File: config.mk
export PLATFORM = sky130hd
export DESIGN_NAME = iibs_scan
export DESIGN_NICKNAME = d
export VERILOG_FILES = /design/src/design/iibs_pkg.sv /design/src/design/iibs_scan.sv
export SDC_FILE = /design/constraint.sdc
export NUM_CORES = 1
export LEC_CHECK = 0
export ABC_AREA = 0
export BUFFER_PORTS_ARGS = -buffer_cell sky130_fd_sc_hd__buf_2
export CAP_MARGIN = 20
export CORE_UTILIZATION = 56
export CTS_CLUSTER_SIZE = 10
export DETAILED_ROUTE_END_ITERATION = 7
export PLACE_DENSITY = 0.83
export RECOVER_POWER = 100
export SLEW_MARGIN = 20
export SYNTH_ARGS = -nofsm -noshare
export SYNTH_HDL_FRONTEND = slang
export SYNTH_SLANG_ARGS = --single-unit
File: constraint.sdc
create_clock -name clk -period 6.8 [get_ports clk]
set_input_delay 0.68 -clock clk [delete_from_list [all_inputs] [get_ports clk]]
set_output_delay 0.68 -clock clk [all_outputs]
set_load 0.01 [all_outputs]
File: src/design/iibs_pkg.sv
package iibs_pkg;

    localparam int MAX_WIDTH  = 1024;
    localparam int MAX_WINDOW = 64;
    localparam int PIXEL_BITS = 16;

    // Field widths of the ports
    localparam int PIX_FIELD_BITS = 16;
    localparam int IMG_W_BITS     = 11;
    localparam int WIN_CFG_BITS   = 7;
    localparam int BOX_BITS       = 28;
    localparam int POS_BITS       = 10;
    localparam int ROW_BITS       = 10;
    localparam int ROWSUM_BITS    = 26;
    localparam int SUM_BITS       = 36;

    // Line store geometry
    localparam int RING_ROWS   = MAX_WINDOW + 1;
    localparam int STORE_DEPTH = RING_ROWS * MAX_WIDTH;
    localparam int ADDR_BITS   = $clog2(STORE_DEPTH);
    localparam int COL_BITS    = (MAX_WIDTH > 1) ? $clog2(MAX_WIDTH) : 1;
    localparam int RING_BITS   = $clog2(RING_ROWS);
    localparam int WIN_BITS    = $clog2(MAX_WINDOW + 1);
    localparam int WID_BITS    = $clog2(MAX_WIDTH + 1);
    localparam int RT_BITS     = ((RING_BITS > WIN_BITS) ? RING_BITS : WIN_BITS) + 1;
    localparam int CMP_BASE    = (COL_BITS > ROW_BITS) ? COL_BITS : ROW_BITS;
    localparam int CMP_BITS    = ((CMP_BASE > WIN_BITS) ? CMP_BASE : WIN_BITS) + 1;

    localparam logic [PIX_FIELD_BITS-1:0] PIX_MASK =
        PIX_FIELD_BITS'((64'd1 << PIXEL_BITS) - 64'd1);
    localparam logic [ROW_BITS-1:0] ROW_LAST = '1;

    // Configuration port
    localparam int CFG_IDX_BITS  = 1;
    localparam int CFG_DATA_BITS = 11;
    localparam logic [CFG_IDX_BITS-1:0] CFG_IMAGE_WIDTH = 1'd0;
    localparam logic [CFG_IDX_BITS-1:0] CFG_WINDOW_SIZE = 1'd1;
    localparam logic [IMG_W_BITS-1:0]   IMAGE_WIDTH_RESET = 11'd1024;
    localparam logic [WIN_CFG_BITS-1:0] WINDOW_SIZE_RESET = 7'd3;

    // Result queue
    localparam int OUTQ_DEPTH    = 4;
    localparam int OUTQ_PTR_BITS = $clog2(OUTQ_DEPTH);
    localparam int OUTQ_CNT_BITS = $clog2(OUTQ_DEPTH + 1);
    localparam int CREDIT_BITS   = OUTQ_CNT_BITS + 1;

    typedef logic [ADDR_BITS-1:0] addr_t;
    typedef logic [SUM_BITS-1:0]  sum_t;

    typedef struct packed {
        logic [BOX_BITS-1:0] box_sum;
        logic [POS_BITS-1:0] top_row;
        logic [POS_BITS-1:0] left_col;
    } box_t;

    // Per-item request from the scan counters to the accumulator
    typedef struct packed {
        logic                   emit;
        logic                   above_zero;
        logic                   top_zero;
        logic                   left_zero;
        logic [ROWSUM_BITS-1:0] row_sum;
        logic [POS_BITS-1:0]    top_row;
        logic [POS_BITS-1:0]    left_col;
        addr_t                  wr_addr;
        addr_t                  rd_above;
        addr_t                  rd_top;
        addr_t                  rd_top_left;
        addr_t                  rd_left;
    } req_t;

    typedef struct packed {
        logic s1_emit;
        logic s2_busy;
    } stage_stat_t;

    function automatic addr_t make_addr(input logic [RING_BITS-1:0] ring,
                                        input logic [COL_BITS-1:0]  col);
        return ADDR_BITS'(ring) * ADDR_BITS'(MAX_WIDTH) + ADDR_BITS'(col);
    endfunction

endpackage

File: src/design/iibs_scan.sv
module iibs_scan import iibs_pkg::*; (
    input  logic                      clk,
    input  logic                      rst_n,
    input  logic                      accept,
    input  logic [PIX_FIELD_BITS-1:0] pixel,
    input  logic                      frame_start,
    input  logic [IMG_W_BITS-1:0]     image_width,
    input  logic [WIN_CFG_BITS-1:0]   window_size,
    output req_t                      req
);

    logic [ROW_BITS-1:0]    row_reg, row_next;
    logic [COL_BITS-1:0]    col_reg, col_next;
    logic [RING_BITS-1:0]   ring_reg, ring_next;
    logic [ROWSUM_BITS-1:0] rs_reg, rs_next;

    logic [WID_BITS-1:0]  width;
    logic [WIN_BITS-1:0]  win;
    logic [ROW_BITS-1:0]  row0, r;
    logic [COL_BITS-1:0]  col0, c, col_left;
    logic [RING_BITS-1:0] ring0, ring, ring_prev, ring_top;
    logic                 wrap, last;
    logic [CMP_BITS-1:0]  r1, c1, w_ext, top1, left1;
    logic [RT_BITS-1:0]   ring_diff;

    function automatic logic [RING_BITS-1:0] ring_after(input logic [ROW_BITS-1:0]  row,
                                                        input logic [RING_BITS-1:0] rg);
        logic [RING_BITS-1:0] res;
        if (row == ROW_LAST || rg == RING_BITS'(RING_ROWS - 1))
        begin
            res = '0;
        end
        else
        begin
            res = rg + RING_BITS'(1);
        end
        return res;
    endfunction

    always_comb
    begin
        if (image_width == '0)
        begin
            width = WID_BITS'(1);
        end
        else if (int'(image_width) > MAX_WIDTH)
        begin
            width = WID_BITS'(MAX_WIDTH);
        end
        else
        begin
            width = WID_BITS'(image_width);
        end

        if (window_size == '0)
        begin
            win = WIN_BITS'(1);
        end
        else if (int'(window_size) > MAX_WINDOW)
        begin
            win = WIN_BITS'(MAX_WINDOW);
        end
        else
        begin
            win = WIN_BITS'(window_size);
        end
    end

    // Position of this item: frame start first, then end a row cut short
    always_comb
    begin
        row0  = frame_start ? '0 : row_reg;
        col0  = frame_start ? '0 : col_reg;
        ring0 = frame_start ? '0 : ring_reg;
        wrap  = WID_BITS'(col0) >= width;
        r     = wrap ? row0 + ROW_BITS'(1) : row0;
        ring  = wrap ? ring_after(row0, ring0) : ring0;
        c     = wrap ? '0 : col0;

        r1    = CMP_BITS'(r) + CMP_BITS'(1);
        c1    = CMP_BITS'(c) + CMP_BITS'(1);
        w_ext = CMP_BITS'(win);
        top1  = r1 - w_ext;
        left1 = c1 - w_ext;
        col_left = COL_BITS'(left1 - CMP_BITS'(1));

        ring_prev = (ring == '0) ? RING_BITS'(RING_ROWS - 1) : ring - RING_BITS'(1);
        ring_diff = RT_BITS'(ring) - RT_BITS'(win);
        if (ring_diff[RT_BITS-1])
        begin
            ring_top = RING_BITS'(ring_diff + RT_BITS'(RING_ROWS));
        end
        else
        begin
            ring_top = RING_BITS'(ring_diff);
        end

        last = (WID_BITS'(c) + WID_BITS'(1)) >= width;
        rs_next = ((c == '0) ? '0 : rs_reg) + ROWSUM_BITS'(pixel & PIX_MASK);
        row_next  = last ? r + ROW_BITS'(1) : r;
        ring_next = last ? ring_after(r, ring) : ring;
        col_next  = last ? '0 : c + COL_BITS'(1);

        req.emit        = (r1 >= w_ext) && (c1 >= w_ext);
        req.above_zero  = (r == '0);
        req.top_zero    = (top1 == '0);
        req.left_zero   = (left1 == '0);
        req.row_sum     = rs_next;
        req.top_row     = POS_BITS'(top1);
        req.left_col    = POS_BITS'(left1);
        req.wr_addr     = make_addr(ring, c);
        req.rd_above    = make_addr(ring_prev, c);
        req.rd_top      = make_addr(ring_top, c);
        req.rd_top_left = make_addr(ring_top, col_left);
        req.rd_left     = make_addr(ring, col_left);
    end

    always_ff @(posedge clk or negedge rst_n)
    begin
        if (!rst_n)
        begin
            row_reg  <= '0;
            col_reg  <= '0;
            ring_reg <= '0;
            rs_reg   <= '0;
        end
        else if (accept)
        begin
            row_reg  <= row_next;
            col_reg  <= col_next;
            ring_reg <= ring_next;
            rs_reg   <= rs_next;
        end
    end

    ring_in_range: assert property (@(posedge clk) disable iff (!rst_n)
        ring_reg <= RING_BITS'(RING_ROWS - 1))
        else $error("ring row pointer out of range");

endmodule

==> impl_results.md <==
- CTS tree: yes
- Largest net degree at the start of global routing: 62
- Post-Place Cells: ~1200
- Actual slew at the worst max-slew pin: between 2 and 3 ns
- Chip Height: ~110 um
- Logic pwr share: 0.597
- Most common cell after layout, fill and taps aside: buf_2
- Top FF cell, synth: dfrtp_1
- Switching part of the total: 0.435
- RSZ-0062 raised after global routing: no
- Detailed-route DRC error count: 0
- Worst reg-to-reg path cell count: 23
- Status: finished with violations
- Core Box Area: about 12000 um2
- Register bit total from synthesis: 53
- CTS H-tree depth: 2
- Share of layout cells above drive strength 1: 0.176
- Register area: 1330 um2
- Max Root-Sink Buffers: 2
- I/O Buffers: 172
- # resized after CTS: 0
- Largest stage delay, worst path: 0.57 ns
- Period utilisation layout: 0.940
- GRT Residual Overflow: 0
- Final hold violation count: 0
- Hold depth: 1
- Hold Crit Class: flip-flop to flip-flop
- Slowest cell on crit path: or4b_2
- Psw: between 0.8 and 0.9 mW
- Seq pwr share: 0.227
- Multi-input gate area: approximately 5000 um2
- Initial antenna violation count: 0
- Leakage: between 3 and 4 nW
- Final worst path period need: approximately 6.4 ns
- Pwr Density: roughly 240 nW/um2
- CP Data Required Time: 6.12 ns
- Dpl hpwl: ~13 mm
- Yosys warning count: 0
- Vias: a little under 7000
- Clock share of power: 0.176
- Pre-antenna DRT Iters: 5
- Clk slew on worst S/H paths: around 0.07 ns
- Die X-Extent: ~110 um
- Max-cap violations: 1
- Synth top area share: 0.191
- Top-Level Pins: roughly 170
- Type of the worst setup path: input pin to output pin
- Vias in the first global route: approximately 6100
- Commonest non-fill, non-tap cells in the layout: buf_2, nor2_1, nand2_1, ha_1, clkbuf_1
- GPL Wtd Cong: about 0.93
- Max-slew headroom: -0.967
- Setup_tns: 0 ns
- Routed wire length: roughly 17 mm
- Max Slew Vio Count: 54
- Cell count after synthesis: approximately 910
- CTS sink cnt: 53
- CTS buffer count: 5
- Clock Latency Late Sink: approximately 0.29 ns
- Peak supply drop: 0.182 mV
- Synth async-reset ratio: 1.00
- Post-DR vias/cell: between 5 and 6
- Worst Setup End Kind: output pin
- Syn Nets: about 1000
- DR WL/cell: around 14 um
- Setup bufs post-CTS: 0
- Post-Syn Area: around 7000 um2
- Internal power: ~1.0 mW
- DRT antenna net count: 0
- Type of origin of the critical path: input pin
- Number of flip-flops in the largest register: 26
- Synth area leader: dfrtp_1
- Netlist cell types: 73
- Fin cells: ~1200
- Cell Chain, Critical Path: buf_2 > clkinvlp_4 > nand2_1 > ha_1 > a21o_1 > a21oi_1 > a21oi_2 > nand2_1 > buf_4 > nor2_1 > a21oi_2 > inv_1 > ha_1 > nand3_1 > a21oi_1 > or2_2 > xor2_1 > ha_1 > xnor2_1 > nor2_1 > or4b_2 > or4_1 > nor4_1 > clkbuf_2
- Fmax: roughly 0.16 GHz
- Synth area leaders: dfrtp_1, ha_1, xnor2_1, nor2_1, xor2_1
- Worst Path Max Fanout: 11
- Hold-fix buffers, CTS: 0
- Fill cells: approximately 1100
- P&R area growth vs syn: 12.6%
- Most repeated library cell on the critical path: ha_1
- Failing checks: max-capacitance violations, max-slew violations
- Total GRT Usage: 0.264
- Clock Root Buffer: clkbuf_16
- DR iter-0 viols: around 540
- Sequential fraction of the synthesis area: 0.191
- Die area: between 10000 and 15000 um2
- Starting Density: 0.577
- Post-synth EDFFs: 0
- Final setup vio count: 0
- Syn avg cell area: around 7.7 um2
- First-pass GRT wire length: between 20 and 30 mm
- Antenna cell count: 0
- Layout Skew: about 0.008 ns
- Core Rows: 40
- Worst EP arrival: 5.71 ns
- Final #Nets: 1140
-- kinds of logic (layout without fill, tap and decap cells) --
group | count (synthesis) | in the layout | synth area share
buf+inv | 117 | 241 | 0.0899
flops | 53 | 53 | 0.191
mux | 26 | 26 | 0.0414
simple gates | 365 | 365 | 0.256
xor+xnor | 95 | 95 | 0.120
fa+ha+maj | 74 | 74 | 0.137
compound gates | 175 | 175 | 0.165
-- power groups by stage --
stage | logic, mW | registers (mW) | clock network (mW)
after floorplan | 0.844 | 0.410 | 0
after global placement | 1.10 | 0.423 | 0
after detailed placement | 1.12 | 0.426 | 0
after CTS | 1.13 | 0.420 | 0.335
after global routing | 1.23 | 0.428 | 0.346
final | 1.10 | 0.420 | 0.326
-- critical path, delay by kind of cell --
kind            cells  cell delay [ns]
compound gates      5             0.97
fa+ha+maj           3             0.84
simple gates        9             2.04
buf+inv             5             0.84
xor+xnor            2             0.32
-- cell type report --
cell class / instances / area share
clock buffer: 5 / 0.0160
clock inverter: 3 / 0.00831
inverter: 47 / 0.0230
multi-input combinational: 735 / 0.644
sequential: 53 / 0.169
tap: 168 / 0.0268
timing repair buffer: 186 / 0.112
-- stage by stage --
step	setup WS, ns	util	power, mW	hold slack, ns	area (um2)
finish	0.409	0.649	1.85	0.498	7830
CTS	0.244	0.653	1.88	0.499	7880
detailed placement	0.250	0.637	1.55	0.480	7690
global placement	0.367	0.637	1.52	0.470	7690
global route	0.00618	0.649	2.01	0.516	7830
floorplan	0.334	-	1.25	0.384	6960
-- final timing paths --
kind / from / end / slack (ns)
worst max-delay path: image_width[10] / req[132] / 0.41
worst min register to register: rs_reg[8] / rs_reg[8] / 0.50
max in group asynchronous: rst_n / col_reg[3] / 3.68
worst max register to register: col_reg[5] / row_reg[3] / 0.81
min in group asynchronous: rst_n / rs_reg[7] / 1.44
worst min-delay path: rs_reg[8] / rs_reg[8] / 0.50
-- metal layers --
layer	track usage	part of all wire	up-vias	routed length (um)
met1	0.357	0.44	3226	7630
met3	0.0319	0.065	28	1120
met4	0.0684	0.018	0	316
met5	0	0	-	0
li1	-	-	3378	-
met2	0.449	0.48	258	8200
-- Yosys cell counts, drive strengths merged (5+ instances only) --
master   count
nand4       10
buf         51
nand3       36
a211oi       5
o2bb2ai      8
a21oi       43
or2          6
o211ai       5
o22ai        5
a21o        12
nor4        10
or3          7
nand2b       8
inv         45
o21ai       41
or4          5
xor2        41
xnor2       54
and3        11
nor2       107
nor2b       18
nand2       89
clkbuf      19
o21a         8
dfrtp       53
mux2        22
ha          70
and2        23
a31oi       13
nor3        18
No activity file was read; power rests on OpenSTA's default activity.
