`config.mk`:
```
export PLATFORM = sky130hd
export DESIGN_NAME = iibs_accum
export DESIGN_NICKNAME = d
export VERILOG_FILES = /design/src/design/iibs_pkg.sv /design/src/design/iibs_accum.sv
export SDC_FILE = /design/constraint.sdc
export NUM_CORES = 1
export LEC_CHECK = 0
export BUFFER_PORTS_ARGS = -buffer_cell sky130_fd_sc_hd__buf_2
export CAP_MARGIN = 20
export CORE_MARGIN = 4
export CORE_UTILIZATION = 45
export DETAILED_ROUTE_END_ITERATION = 12
export PLACE_DENSITY_LB_ADDON = 0.15
export SYNTH_ARGS = -nofsm -noshare
export SYNTH_HDL_FRONTEND = slang
export SYNTH_SLANG_ARGS = --single-unit
```
`constraint.sdc`:
```
create_clock -name clk -period 11 [get_ports clk]
set_clock_uncertainty 0.15 [all_clocks]
set_input_delay 0 -clock clk [delete_from_list [all_inputs] [get_ports clk]]
set_output_delay 0 -clock clk [all_outputs]
set_load 0.02 [all_outputs]
```
`src/design/iibs_pkg.sv`:
```
package iibs_pkg;

    localparam int MAX_WIDTH  = 1024;
    localparam int MAX_WINDOW = 64;
    localparam int PIXEL_BITS = 16;

    // Field widths of the ports
    localparam int PIX_FIELD_BITS = 16;
    localparam int IMG_W_BITS     = 11;
    localparam int WIN_CFG_BITS   = 7;
    localparam int BOX_BITS       = 28;
    localparam int POS_BITS       = 10;
    localparam int ROW_BITS       = 10;
    localparam int ROWSUM_BITS    = 26;
    localparam int SUM_BITS       = 36;

    // Line store geometry
    localparam int RING_ROWS   = MAX_WINDOW + 1;
    localparam int STORE_DEPTH = RING_ROWS * MAX_WIDTH;
    localparam int ADDR_BITS   = $clog2(STORE_DEPTH);
    localparam int COL_BITS    = (MAX_WIDTH > 1) ? $clog2(MAX_WIDTH) : 1;
    localparam int RING_BITS   = $clog2(RING_ROWS);
    localparam int WIN_BITS    = $clog2(MAX_WINDOW + 1);
    localparam int WID_BITS    = $clog2(MAX_WIDTH + 1);
    localparam int RT_BITS     = ((RING_BITS > WIN_BITS) ? RING_BITS : WIN_BITS) + 1;
    localparam int CMP_BASE    = (COL_BITS > ROW_BITS) ? COL_BITS : ROW_BITS;
    localparam int CMP_BITS    = ((CMP_BASE > WIN_BITS) ? CMP_BASE : WIN_BITS) + 1;

    localparam logic [PIX_FIELD_BITS-1:0] PIX_MASK =
        PIX_FIELD_BITS'((64'd1 << PIXEL_BITS) - 64'd1);
    localparam logic [ROW_BITS-1:0] ROW_LAST = '1;

    // Configuration port
    localparam int CFG_IDX_BITS  = 1;
    localparam int CFG_DATA_BITS = 11;
    localparam logic [CFG_IDX_BITS-1:0] CFG_IMAGE_WIDTH = 1'd0;
    localparam logic [CFG_IDX_BITS-1:0] CFG_WINDOW_SIZE = 1'd1;
    localparam logic [IMG_W_BITS-1:0]   IMAGE_WIDTH_RESET = 11'd1024;
    localparam logic [WIN_CFG_BITS-1:0] WINDOW_SIZE_RESET = 7'd3;

    // Result queue
    localparam int OUTQ_DEPTH    = 4;
    localparam int OUTQ_PTR_BITS = $clog2(OUTQ_DEPTH);
    localparam int OUTQ_CNT_BITS = $clog2(OUTQ_DEPTH + 1);
    localparam int CREDIT_BITS   = OUTQ_CNT_BITS + 1;

    typedef logic [ADDR_BITS-1:0] addr_t;
    typedef logic [SUM_BITS-1:0]  sum_t;

    typedef struct packed {
        logic [BOX_BITS-1:0] box_sum;
        logic [POS_BITS-1:0] top_row;
        logic [POS_BITS-1:0] left_col;
    } box_t;

    // Per-item request from the scan counters to the accumulator
    typedef struct packed {
        logic                   emit;
        logic                   above_zero;
        logic                   top_zero;
        logic                   left_zero;
        logic [ROWSUM_BITS-1:0] row_sum;
        logic [POS_BITS-1:0]    top_row;
        logic [POS_BITS-1:0]    left_col;
        addr_t                  wr_addr;
        addr_t                  rd_above;
        addr_t                  rd_top;
        addr_t                  rd_top_left;
        addr_t                  rd_left;
    } req_t;

    typedef struct packed {
        logic s1_emit;
        logic s2_busy;
    } stage_stat_t;

    function automatic addr_t make_addr(input logic [RING_BITS-1:0] ring,
                                        input logic [COL_BITS-1:0]  col);
        return ADDR_BITS'(ring) * ADDR_BITS'(MAX_WIDTH) + ADDR_BITS'(col);
    endfunction

endpackage

```
`src/design/iibs_accum.sv`:
```
module iibs_accum import iibs_pkg::*; (
    input  logic        clk,
    input  logic        rst_n,
    input  logic        accept,
    input  req_t        req,
    input  sum_t        q_above,
    input  sum_t        q_top,
    input  sum_t        q_top_left,
    input  sum_t        q_left,
    output logic        mem_we,
    output addr_t       mem_wa,
    output sum_t        mem_wd,
    output logic        push,
    output box_t        push_data,
    output stage_stat_t stat
);

    // Stage 1: store data arrives
    logic                   s1_valid_reg;
    logic                   s1_emit_reg;
    logic                   s1_above_zero_reg, s1_top_zero_reg, s1_left_zero_reg;
    logic [ROWSUM_BITS-1:0] s1_rs_reg;
    logic [POS_BITS-1:0]    s1_top_row_reg, s1_left_col_reg;
    addr_t                  s1_wr_addr_reg;
    logic [3:0]             s1_hit_reg;
    sum_t                   s1_fwd_reg;

    // Stage 2: final add
    logic                s2_valid_reg;
    logic [BOX_BITS-1:0] s2_cur_reg, s2_diag_reg, s2_left_reg;
    logic [POS_BITS-1:0] s2_top_row_reg, s2_left_col_reg;

    sum_t                above, top, top_left, left, cur;
    logic [BOX_BITS-1:0] diag;

    always_comb
    begin
        above    = s1_hit_reg[0] ? s1_fwd_reg : q_above;
        top      = s1_hit_reg[1] ? s1_fwd_reg : q_top;
        top_left = s1_hit_reg[2] ? s1_fwd_reg : q_top_left;
        left     = s1_hit_reg[3] ? s1_fwd_reg : q_left;
        if (s1_above_zero_reg)
        begin
            above = '0;
        end
        if (s1_top_zero_reg)
        begin
            top      = '0;
            top_left = '0;
        end
        if (s1_left_zero_reg)
        begin
            left     = '0;
            top_left = '0;
        end
        cur  = SUM_BITS'(s1_rs_reg) + above;
        diag = BOX_BITS'(top_left) - BOX_BITS'(top);
    end

    assign mem_we = s1_valid_reg;
    assign mem_wa = s1_wr_addr_reg;
    assign mem_wd = cur;

    // Catch the entry that stage 1 writes at the same edge as the new reads
    always_ff @(posedge clk)
    begin
        if (accept)
        begin
            s1_emit_reg       <= req.emit;
            s1_above_zero_reg <= req.above_zero;
            s1_top_zero_reg   <= req.top_zero;
            s1_left_zero_reg  <= req.left_zero;
            s1_rs_reg         <= req.row_sum;
            s1_top_row_reg    <= req.top_row;
            s1_left_col_reg   <= req.left_col;
            s1_wr_addr_reg    <= req.wr_addr;
            s1_fwd_reg        <= cur;
            s1_hit_reg[0]     <= s1_valid_reg && (req.rd_above == s1_wr_addr_reg);
            s1_hit_reg[1]     <= s1_valid_reg && (req.rd_top == s1_wr_addr_reg);
            s1_hit_reg[2]     <= s1_valid_reg && (req.rd_top_left == s1_wr_addr_reg);
            s1_hit_reg[3]     <= s1_valid_reg && (req.rd_left == s1_wr_addr_reg);
        end
    end

    always_ff @(posedge clk)
    begin
        s2_cur_reg      <= BOX_BITS'(cur);
        s2_diag_reg     <= diag;
        s2_left_reg     <= BOX_BITS'(left);
        s2_top_row_reg  <= s1_top_row_reg;
        s2_left_col_reg <= s1_left_col_reg;
    end

    always_ff @(posedge clk or negedge rst_n)
    begin
        if (!rst_n)
        begin
            s1_valid_reg <= 1'b0;
            s2_valid_reg <= 1'b0;
        end
        else
        begin
            s1_valid_reg <= accept;
            s2_valid_reg <= s1_valid_reg && s1_emit_reg;
        end
    end

    assign push               = s2_valid_reg;
    assign push_data.box_sum  = s2_cur_reg - s2_left_reg + s2_diag_reg;
    assign push_data.top_row  = s2_top_row_reg;
    assign push_data.left_col = s2_left_col_reg;
    assign stat.s1_emit       = s1_valid_reg && s1_emit_reg;
    assign stat.s2_busy       = s2_valid_reg;

    s2_from_s1: assert property (@(posedge clk) disable iff (!rst_n)
        s2_valid_reg |-> $past(s1_valid_reg && s1_emit_reg))
        else $error("final stage loaded without a result in stage 1");

endmodule

```
==> flow_metrics.tcl, run 1 <==
set metrics [dict create \
    outcome "completed" \
    synthAdderAreaFrac 0.1187 \
    path_class "reg -> out" \
    synth.area.top_cells "edfxtp_1 24%, dfxtp_1 15%, mux2i_1 8.9%" \
    cts.sinks 213 \
    ys.flop_type "edfxtp_1" \
    yosysWarnings 0 \
    coreArea_mm2 0.02909 \
    syn_nets 1741 \
    fin_hold_ws_ps 26.50 \
    hold_violations 0 \
    largest_reg_flops 36 \
    place_worst_setup_slack_ps 6926 \
    synth-simple-area-share 0.1186 \
    report.final.slew_viol_count 0 \
    worstMarginPinSlew_ps 856.4 \
    cts_max_level 1 \
    initial_core_util 0.4618 \
    placed_cell_area_mm2 0.01558 \
    postRouteWirelength_mm 44.02 \
    cts_made_buffers 24 \
    final_core_util 0.6203 \
    port_buffers 362 \
    max_freq_mhz 218.0 \
    grt_pass1_wl_mm 67.54 \
    cp.required_ps 10850 \
    postSynthCellCount 1349 \
    final_cells 2269 \
    antenna_found_initial 12 \
    endpoint_kind "primary output" \
    yosys.cell_types.count 74 \
    dp.cells 2055 \
    synth-xor-area-share 0.09780 \
    grt_max_degree 65 \
    synth_mux_area_frac 0.09026 \
    synthesis.area_mm2 0.01343 \
    critPathArrivalTime_ps 4440 \
    hp-class "in -> reg" \
    die-area_mm2 0.03268 \
    synth_top_cell_area_share 0.2392 \
    synth_compound_area_frac 0.1259 \
    fin_total_pwr_mw 4.351 \
    grt.overflow.total 0 \
    rows 62 \
    wire_per_inst_um 19.40 \
    clock_latency_ps 520 \
    num_vias 11770 \
    reg2reg_to "s2_cur_reg[27]" \
    synth_top_family_by_area "compound AO/OA/AOI/OAI gates" \
    worstSetupEndpoint "mem_wd[24]" \
    postLayoutSetupSlackWorst_ps 6413 \
    drc 0 \
    period_share 0.4170 \
    vdd_drop_max_mv 0.1548 \
    postRouteAntennaNets 0 \
    first_pass_iters 5 \
    r2r-start "s1_hit_reg[0]" \
    track_usage 0.2588 \
    layout_min_cycle_time_ps 4587 \
    critPathLaunchType "register" \
    fp.dieW_um 180.8 \
    gp_congestion 0.9064 \
    clk_path_buf_depth 3 \
    root_buffer "clkbuf_16" \
    hpwl_mm 34.11 \
    pin_count 387 \
    finalInstanceArea_mm2 0.01805 \
    cap_violations 0 \
    seq_area_frac_synth 0.3979 \
    nets 2248 \
    relSlewSlack 0.4290 \
    grt_pass1_vias 12190 \
    worstSetupStartpoint "s1_hit_reg[0]" \
    die_y_um 180.8 \
    synth_edf_count 107 \
    p_per_area_mw_per_mm2 241.1 \
    areaGrowthSynthToFinish_pct 34.34 \
    vias_per_cell 5.188 \
    p_leak_nw 8.171 \
    setup_violations 0 \
    path_clk_slew_ps 60 \
    synth_area_leader_cell "edfxtp_1" \
    rsz0062_at_grt "no" \
    r2r_slack_ps 6700 \
    fin_setup_tns_ps 0 \
    synth_seq_cells 213 \
    synth.avg_cell_area_um2 9.958 \
    async_flop_share 0.009390 \
    cts_tree "built" \
    worst-path-max-fanout 46 \
    first_iter_violations 486 \
    reg2reg_depth 12 \
    final_layout_size_suffix_gt1_frac 0.2503 \
]
==> final cells by class <==
class                      count  area [µm²]
fill                        2481       11040
multi-input combinational    960        7405
sequential                   213        5345
timing repair buffer         529        3466
clock buffer                  30       696.9
inverter                     128       480.5
tap                          384       480.5
clock inverter                14       145.1
antenna                       11       27.53
==> worst min-delay path by stage <==
stage,from,to,slack [ps],depth (start not counted)
after floorplan,rst_n,mem_we,-450,0
after detailed placement,rst_n,mem_we,-360,1
after global routing,req[83],mem_wa[15],40,2
final,q_top[21],s2_diag_reg[21],30,5
after CTS,q_above[9],s2_cur_reg[9],5,5
after global placement,rst_n,push,-360,1
==> metal layers <==
layer / vias up / global-route usage / part of all wire
li1: 5742 / - / -
met1: 5553 / 0.3178 / 0.41
met2: 382 / 0.4610 / 0.50
met3: 91 / 0.04323 / 0.056
met4: 4 / 0.08832 / 0.036
met5: - / 0 / 0.00082
==> cells in the mapped netlist (3+ instances only) <==
cell type,number
o31ai_1,7
buf_1,6
nand2b_1,9
a211o_1,3
or3_1,3
and2_1,4
a21oi_2,3
nor4_1,14
or2_2,33
o21ai_0,41
buf_2,15
a21boi_0,3
mux2i_1,120
ha_1,81
o211ai_1,6
edfxtp_1,107
fa_1,29
o21a_1,8
o21ai_2,3
clkbuf_1,26
xnor2_1,103
o21bai_1,16
xor2_1,47
o22ai_1,3
a31oi_1,7
nor2_1,135
and3_1,4
nor2b_1,9
o2111ai_1,4
a21o_1,26
a211oi_1,7
inv_1,128
nor3_1,16
a21oi_1,76
dfxtp_1,104
nand3_1,24
nand4_1,22
nand2_1,48
==> cells in the final DEF (no fill, tap or decap), types with 27 or more instances in the layout <==
cell,n
mux2i_1,120
nor2_1,135
nand2_1,48
or2_2,33
dlygate4sd3_1,159
ha_1,81
inv_1,128
fa_1,29
dfxtp_1,104
xnor2_1,103
clkbuf_16,27
xor2_1,47
buf_2,361
edfxtp_1,107
a21oi_1,76
o21ai_0,41
==> power breakdown <==
group / total, mW / internal (mW) / switching, mW
Clock: 0.841 / 0.501 / 0.339
Combinational: 2.45 / 0.963 / 1.48
Sequential: 1.06 / 0.975 / 0.0890
Total: 4.35 / 2.44 / 1.91
==> repair_timing <==
item	4_1_cts	5_1_grt
buffers inserted	0	0
endpoints found under the hold margin	207	0
hold buffers	159	0
resized for setup	0	0
==> worst max-delay path, stage by stage (launching register included) <==
cell,delay (ps)
edfxtp_1,320
buf_4,560
mux2i_1,270
nor2_1,60
ha_1,230
fa_1,420
a21oi_2,190
o211ai_1,160
a211oi_2,470
nor3_2,130
o21ai_2,170
or4b_1,450
o311ai_1,200
buf_2,280
==> logic make-up after synthesis <==
| logic type | after synthesis |
|---|---|
| multiplexers | 121 |
| AO/OA/AOI/OAI | 248 |
| adder cells (fa/ha/maj) | 110 |
| XOR/XNOR | 150 |
| flip-flops | 213 |
| buffers and inverters | 176 |
| AND/OR/NAND/NOR | 331 |
No activity file was read; power rests on OpenSTA's default activity.
==> run 2, diff against run 1 <==
==> constraint.sdc (replaced) <==
create_clock -name clk -period 4.3 [get_ports clk]
set_clock_uncertainty 0.15 [all_clocks]
set_input_delay 0 -clock clk [delete_from_list [all_inputs] [get_ports clk]]
set_output_delay 0 -clock clk [all_outputs]
set_load 0.02 [all_outputs]
==> run 2 against run 1 <==
Via count rose by 0.23%; sequential share of layout area barely moved; sequential power rose to 2.6 times the previous value; critical path depth decreased by 2; design area increased by 0.15%; combinational power rose to 2.5 times the previous value; register-to-register slack worse by 6400 ps; wire length grew 0.76%; clock power grew 150%; setup slack worse by 6300 ps; largest cell class unchanged.
==> flow_metrics.tcl, run 2 (same netlist as run 1, synthesis figures left out) <==
set metrics [dict create \
    vias_per_cell 5.191 \
    filler_cell_count 2531 \
    grt.overflow.total 0 \
    outcome "completed" \
    cap_violations 0 \
    worst-path-max-fanout 19 \
    fin_setup_tns_ps 0 \
    fin_total_pwr_mw 11.06 \
    clkPwrFrac 0.188 \
    nets 2252 \
    path_clk_slew_ps 60 \
    num_vias 11800 \
    hp-class "in -> reg" \
    min_path_cells 2 \
    grtUsageMet3 0.04404 \
    r2r_slack_ps 340 \
    mostFrequentLayoutCells "361 x buf_2, 156 x dlygate4sd3_1, 135 x nor2_1" \
    critPathLaunchType "register" \
    multi_input_area_mm2 0.007438 \
    path_class "reg -> out" \
    reg2reg_to "s2_cur_reg[27]" \
    r2r-start "s1_hit_reg[0]" \
    reg2reg_depth 12 \
    port_buffers 362 \
    post_cts_buffers 0 \
    clk_path_buf_depth 3 \
    cts_tree "built" \
    p_leak_nw 8.192 \
    first_iter_violations 455 \
    wire_per_inst_um 19.51 \
    antenna_found_initial 12 \
    grt_pass1_vias 12240 \
    postRouteWirelength_mm 44.36 \
    vdd_drop_max_mv 0.4485 \
    netSwitchingFraction 0.4389 \
    worstMarginPinSlew_ps 696.0 \
    combPwrFrac 0.564 \
    coreArea_mm2 0.02909 \
    first_pass_iters 5 \
    grt_util_met2 0.4625 \
    worstSetupStartpoint "s1_hit_reg[0]" \
    hold_violations 0 \
    grt_max_degree 42 \
    fp.dieW_um 180.8 \
    final_layout_size_suffix_gt1_frac 0.2508 \
    pin_count 387 \
    report.final.slew_viol_count 0 \
    root_buffer "clkbuf_16" \
    ff_latch_area_mm2 0.005345 \
    die_y_um 180.8 \
    cp.required_ps 4150 \
    initial_core_util 0.4618 \
    seqPwrFrac 0.247 \
    largest_reg_flops 36 \
    clock_latency_ps 530 \
    endpoint_kind "primary output" \
    period_share 0.9638 \
    grt_pass1_wl_mm 67.73 \
    drc 0 \
    gp_congestion 0.9284 \
    postRouteAntennaNets 0 \
    rsz0062_at_grt "yes" \
    max_freq_mhz 241.3 \
    cts.sinks 213 \
    busiest_layer "met2" \
    layout_min_cycle_time_ps 4145 \
    die-area_mm2 0.03268 \
    cts_made_buffers 24 \
    layout_commonest_cell "buf_2" \
    setup_violations 0 \
    relSlewSlack 0.5360 \
    dp.cells 2062 \
    areaGrowthSynthToFinish_pct 34.55 \
    rows 62 \
    final_cells 2273 \
    grt_util_met1 0.3150 \
    track_usage 0.2606 \
    p_sw_mw 4.854 \
    p_int_mw 6.206 \
    worstSetupEndpoint "mem_wd[25]" \
    cts_max_level 1 \
    hpwl_mm 35.01 \
    p_per_area_mw_per_mm2 612.0 \
    critPathArrivalTime_ps 3990 \
]
run 2: metrics by stage:
stage / hold slack [ps] / utilization / setup WS [ps] / instance area (µm²)
2_1_floorplan: -445.6 / - / 209.7 / 13430
3_3_place_gp: -362.7 / 0.5373 / 697.6 / 15630
3_5_place_dp: -363.5 / 0.5378 / 664.7 / 15650
4_1_cts: 2.657 / 0.6192 / 90.29 / 18010
5_1_grt: 26.36 / 0.6211 / -75.73 / 18070
6_report: 25.61 / 0.6213 / 155.5 / 18070
run 2: repair_timing:
item                                    in CTS  in global routing
endpoints found under the setup margin       0                 11
hold buffers                               156                  0
gates resized for setup                      0                  4
endpoints found under the hold margin      170                  0
run 2: final cells by class:
class,instances,area share
Tap cell,384,0.02658
Multi-Input combinational cell,960,0.4116
Clock buffer,35,0.03835
Inverter,128,0.02658
Timing Repair Buffer,533,0.1934
Clock inverter,9,0.006231
Sequential cell,213,0.2957
Antenna cell,11,0.001523
run 2: worst max-delay path, stage by stage, from the launching register on:
cell and delay, ps:
edfxtp_1 440, buf_4 350, mux2i_1 220, nor2_1 60
ha_1 410, and3_1 220, nand4_1 140, nor4_2 600
nor3_2 140, o31ai_1 350, xor2_1 300, buf_2 230
run 2: routing by layer:
metal / vias up / routed length [µm]
met4: 4 / 1795
li1: 5754 / -
met1: 5535 / 17970
met3: 104 / 2459
met5: - / 21
met2: 402 / 22110
run 2: worst min path at each step:
stage	start	to	slack (ps)
final	req[102]	s1_top_row_reg[7]	30
after global routing	req[90]	s1_left_col_reg[5]	30
after CTS	q_above[6]	s2_cur_reg[6]	3
after detailed placement	rst_n	push	-360
after global placement	rst_n	push	-360
after floorplan	rst_n	mem_we	-450
run 2: power by group through the flow:
stage / sequential, mW / combinational [mW] / clock (mW)
after floorplan: 2.68 / 4.44 / 0
after global placement: 2.77 / 6.04 / 0
after detailed placement: 2.77 / 6.12 / 0
after CTS: 2.73 / 6.27 / 2.13
after global routing: 2.76 / 6.94 / 2.21
final: 2.74 / 6.24 / 2.08
==> run 3, diff against run 2 <==
--- a/config.mk
+++ b/config.mk
@@ -10,7 +10,7 @@
 export CORE_MARGIN = 4
 export CORE_UTILIZATION = 45
 export DETAILED_ROUTE_END_ITERATION = 12
-export PLACE_DENSITY_LB_ADDON = 0.15
+export PLACE_DENSITY_LB_ADDON = 0.08
 export SYNTH_ARGS = -nofsm -noshare
 export SYNTH_HDL_FRONTEND = slang
 export SYNTH_SLANG_ARGS = --single-unit
==> run 3 against run 2 <==
Combinational power about the same; clock-buffer cell count is the same; sequential cell count did not move; clock power shrank 6%; register-to-register slack better by 130 ps; via count down 0.69%; cell count about the same; die area unchanged; maximum frequency rose by 1.4%; largest power group unchanged.
==> flow_metrics.tcl, run 3 (same netlist as run 1, synthesis figures left out) <==
set metrics [dict create \
    track_usage 0.2538 \
    seqPwrFrac 0.250 \
    die-area_mm2 0.03268 \
    grtUsageMet3 0.04183 \
    rsz0062_at_grt "no" \
    setup_violations 0 \
    drc 0 \
    grt_util_met2 0.4503 \
    cts.sinks 213 \
    port_buffers 362 \
    combPwrFrac 0.571 \
    cap_violations 0 \
    worstMarginPinSlew_ps 1036 \
    post_cts_buffers 0 \
    p_per_area_mw_per_mm2 604.7 \
    hp-class "in -> reg" \
    p_leak_nw 8.162 \
    clkPwrFrac 0.179 \
    pin_count 387 \
    place_worst_setup_slack_ps 663.6 \
    grt_util_met1 0.3052 \
    clk_path_buf_depth 3 \
    num_vias 11720 \
    report.final.slew_viol_count 0 \
    gp_congestion 0.9122 \
    multi_input_area_mm2 0.007433 \
    fp.dieW_um 180.8 \
    rows 62 \
    cts_made_buffers 24 \
    final_layout_size_suffix_gt1_frac 0.2469 \
    postRouteAntennaNets 0 \
    cts_tree "built" \
    path_clk_slew_ps 60 \
    root_buffer "clkbuf_16" \
    period_share 0.9506 \
    cpMaxStageDelayCell "nor4_2" \
    filler_cell_count 2538 \
    nets 2253 \
    coreArea_mm2 0.02909 \
    layout_min_cycle_time_ps 4088 \
    cp_cell_sequence "buf_6 -> mux2i_1 -> nor2_1 -> ha_1 -> and3_1 -> nand4_1 -> nor4_2 -> nor3_1 -> o31ai_1 -> xor2_1 -> buf_2" \
    wire_per_inst_um 19.02 \
    hpwl_mm 34.22 \
    endpoint_kind "primary output" \
    layout_commonest_cell "buf_2" \
    ff_latch_area_mm2 0.005345 \
    p_int_mw 6.101 \
    relSlewSlack 0.3094 \
    outcome "completed" \
    vias_per_cell 5.153 \
    hold_violations 0 \
    largest_reg_flops 36 \
    antenna_found_initial 13 \
    critPathLaunchType "register" \
    clock_latency_ps 510 \
    first_pass_iters 4 \
    path_delay_family "simple AND/OR/NAND/NOR gates" \
    cp.required_ps 4150 \
    grt_max_degree 80 \
    max_freq_mhz 244.6 \
    busiest_layer "met2" \
    postRouteWirelength_mm 43.24 \
    critPathMaxStageDelay_ps 540 \
    first_iter_violations 501 \
    fin_hold_ws_ps 19.28 \
    cp.buffers_inverters 2 \
    initial_core_util 0.4618 \
    placed_cell_area_mm2 0.01562 \
    cts_max_level 1 \
    netSwitchingFraction 0.4402 \
    fin_setup_tns_ps 0 \
    areaGrowthSynthToFinish_pct 34.17 \
    grt_pass1_vias 12170 \
    postLayoutSetupSlackWorst_ps 212.2 \
    path_class "reg -> out" \
    die_y_um 180.8 \
    grt.overflow.total 0 \
    critPathArrivalTime_ps 3940 \
    grt_pass1_wl_mm 66.10 \
    p_sw_mw 4.798 \
    mostFrequentLayoutCells "361 x buf_2, 160 x dlygate4sd3_1, 135 x nor2_1" \
    finalInstanceArea_mm2 0.01802 \
    worst-path-max-fanout 19 \
    vdd_drop_max_mv 0.3884 \
]
run 3: worst register-to-register path: stages (launching register included):
cell and delay (ps):
edfxtp_1 460, buf_6 280, mux2i_1 240, nor2_1 60
ha_1 330, a21oi_1 260, o21ai_0 120, a211oi_1 360
nor4_2 130, o31ai_4 400, a21oi_1 140, xor2_1 260
dlygate4sd3_1 580
run 3: what timing repair did:
action                                 CTS  global route
setup endpoints to repair                0            10
hold buffers                           160             0
gates resized for setup                  0             4
endpoints found under the hold margin  145             0
run 3: power by group through the flow:
stage               combinational, mW  clock [mW]  sequential, mW
global placement                 6.02           0            2.75
floorplan                        4.44           0            2.68
detailed placement               6.10           0            2.76
CTS                              6.24        1.99            2.72
finish                           6.22        1.95            2.72
global route                     6.87        2.07            2.75
run 3: final timing paths:
check | startpoint | endpoint | slack (ps) | cells past startpoint
min reg2reg | s1_top_row_reg[6] | s2_top_row_reg[6] | 190 | 0
max in group asynchronous | rst_n | mem_we | 3660 | 3
max reg2reg | s1_hit_reg[0] | s2_cur_reg[27] | 470 | 12
min in group asynchronous | rst_n | push | 220 | 3
max | s1_hit_reg[0] | mem_wd[25] | 210 | 11
min | q_top_left[18] | s2_diag_reg[18] | 20 | 5
run 3: routing by layer:
metal / part of all wire / vias to the layer above
li1: - / 5767
met3: 0.059 / 103
met2: 0.50 / 409
met4: 0.045 / 2
met1: 0.40 / 5437
met5: 0.00016 / -
run 3: final cells by class:
class,count,area share
Inverter,128,0.02666
Tap cell,384,0.02666
Sequential cell,213,0.2966
Timing Repair Buffer,534,0.1947
Clock buffer,35,0.03735
Multi-Input combinational cell,960,0.4124
Antenna cell,11,0.001527
Clock inverter,9,0.004096
run 3: stage by stage:
stage / util / std cells / power, mW
detailed placement: 0.5368 / 2059 / 8.854
CTS: 0.6175 / 2263 / 10.95
global route: 0.6196 / 2274 / 11.70
floorplan: - / 1349 / 7.115
global placement: 0.5368 / 2059 / 8.776
finish: 0.6196 / 2274 / 10.90
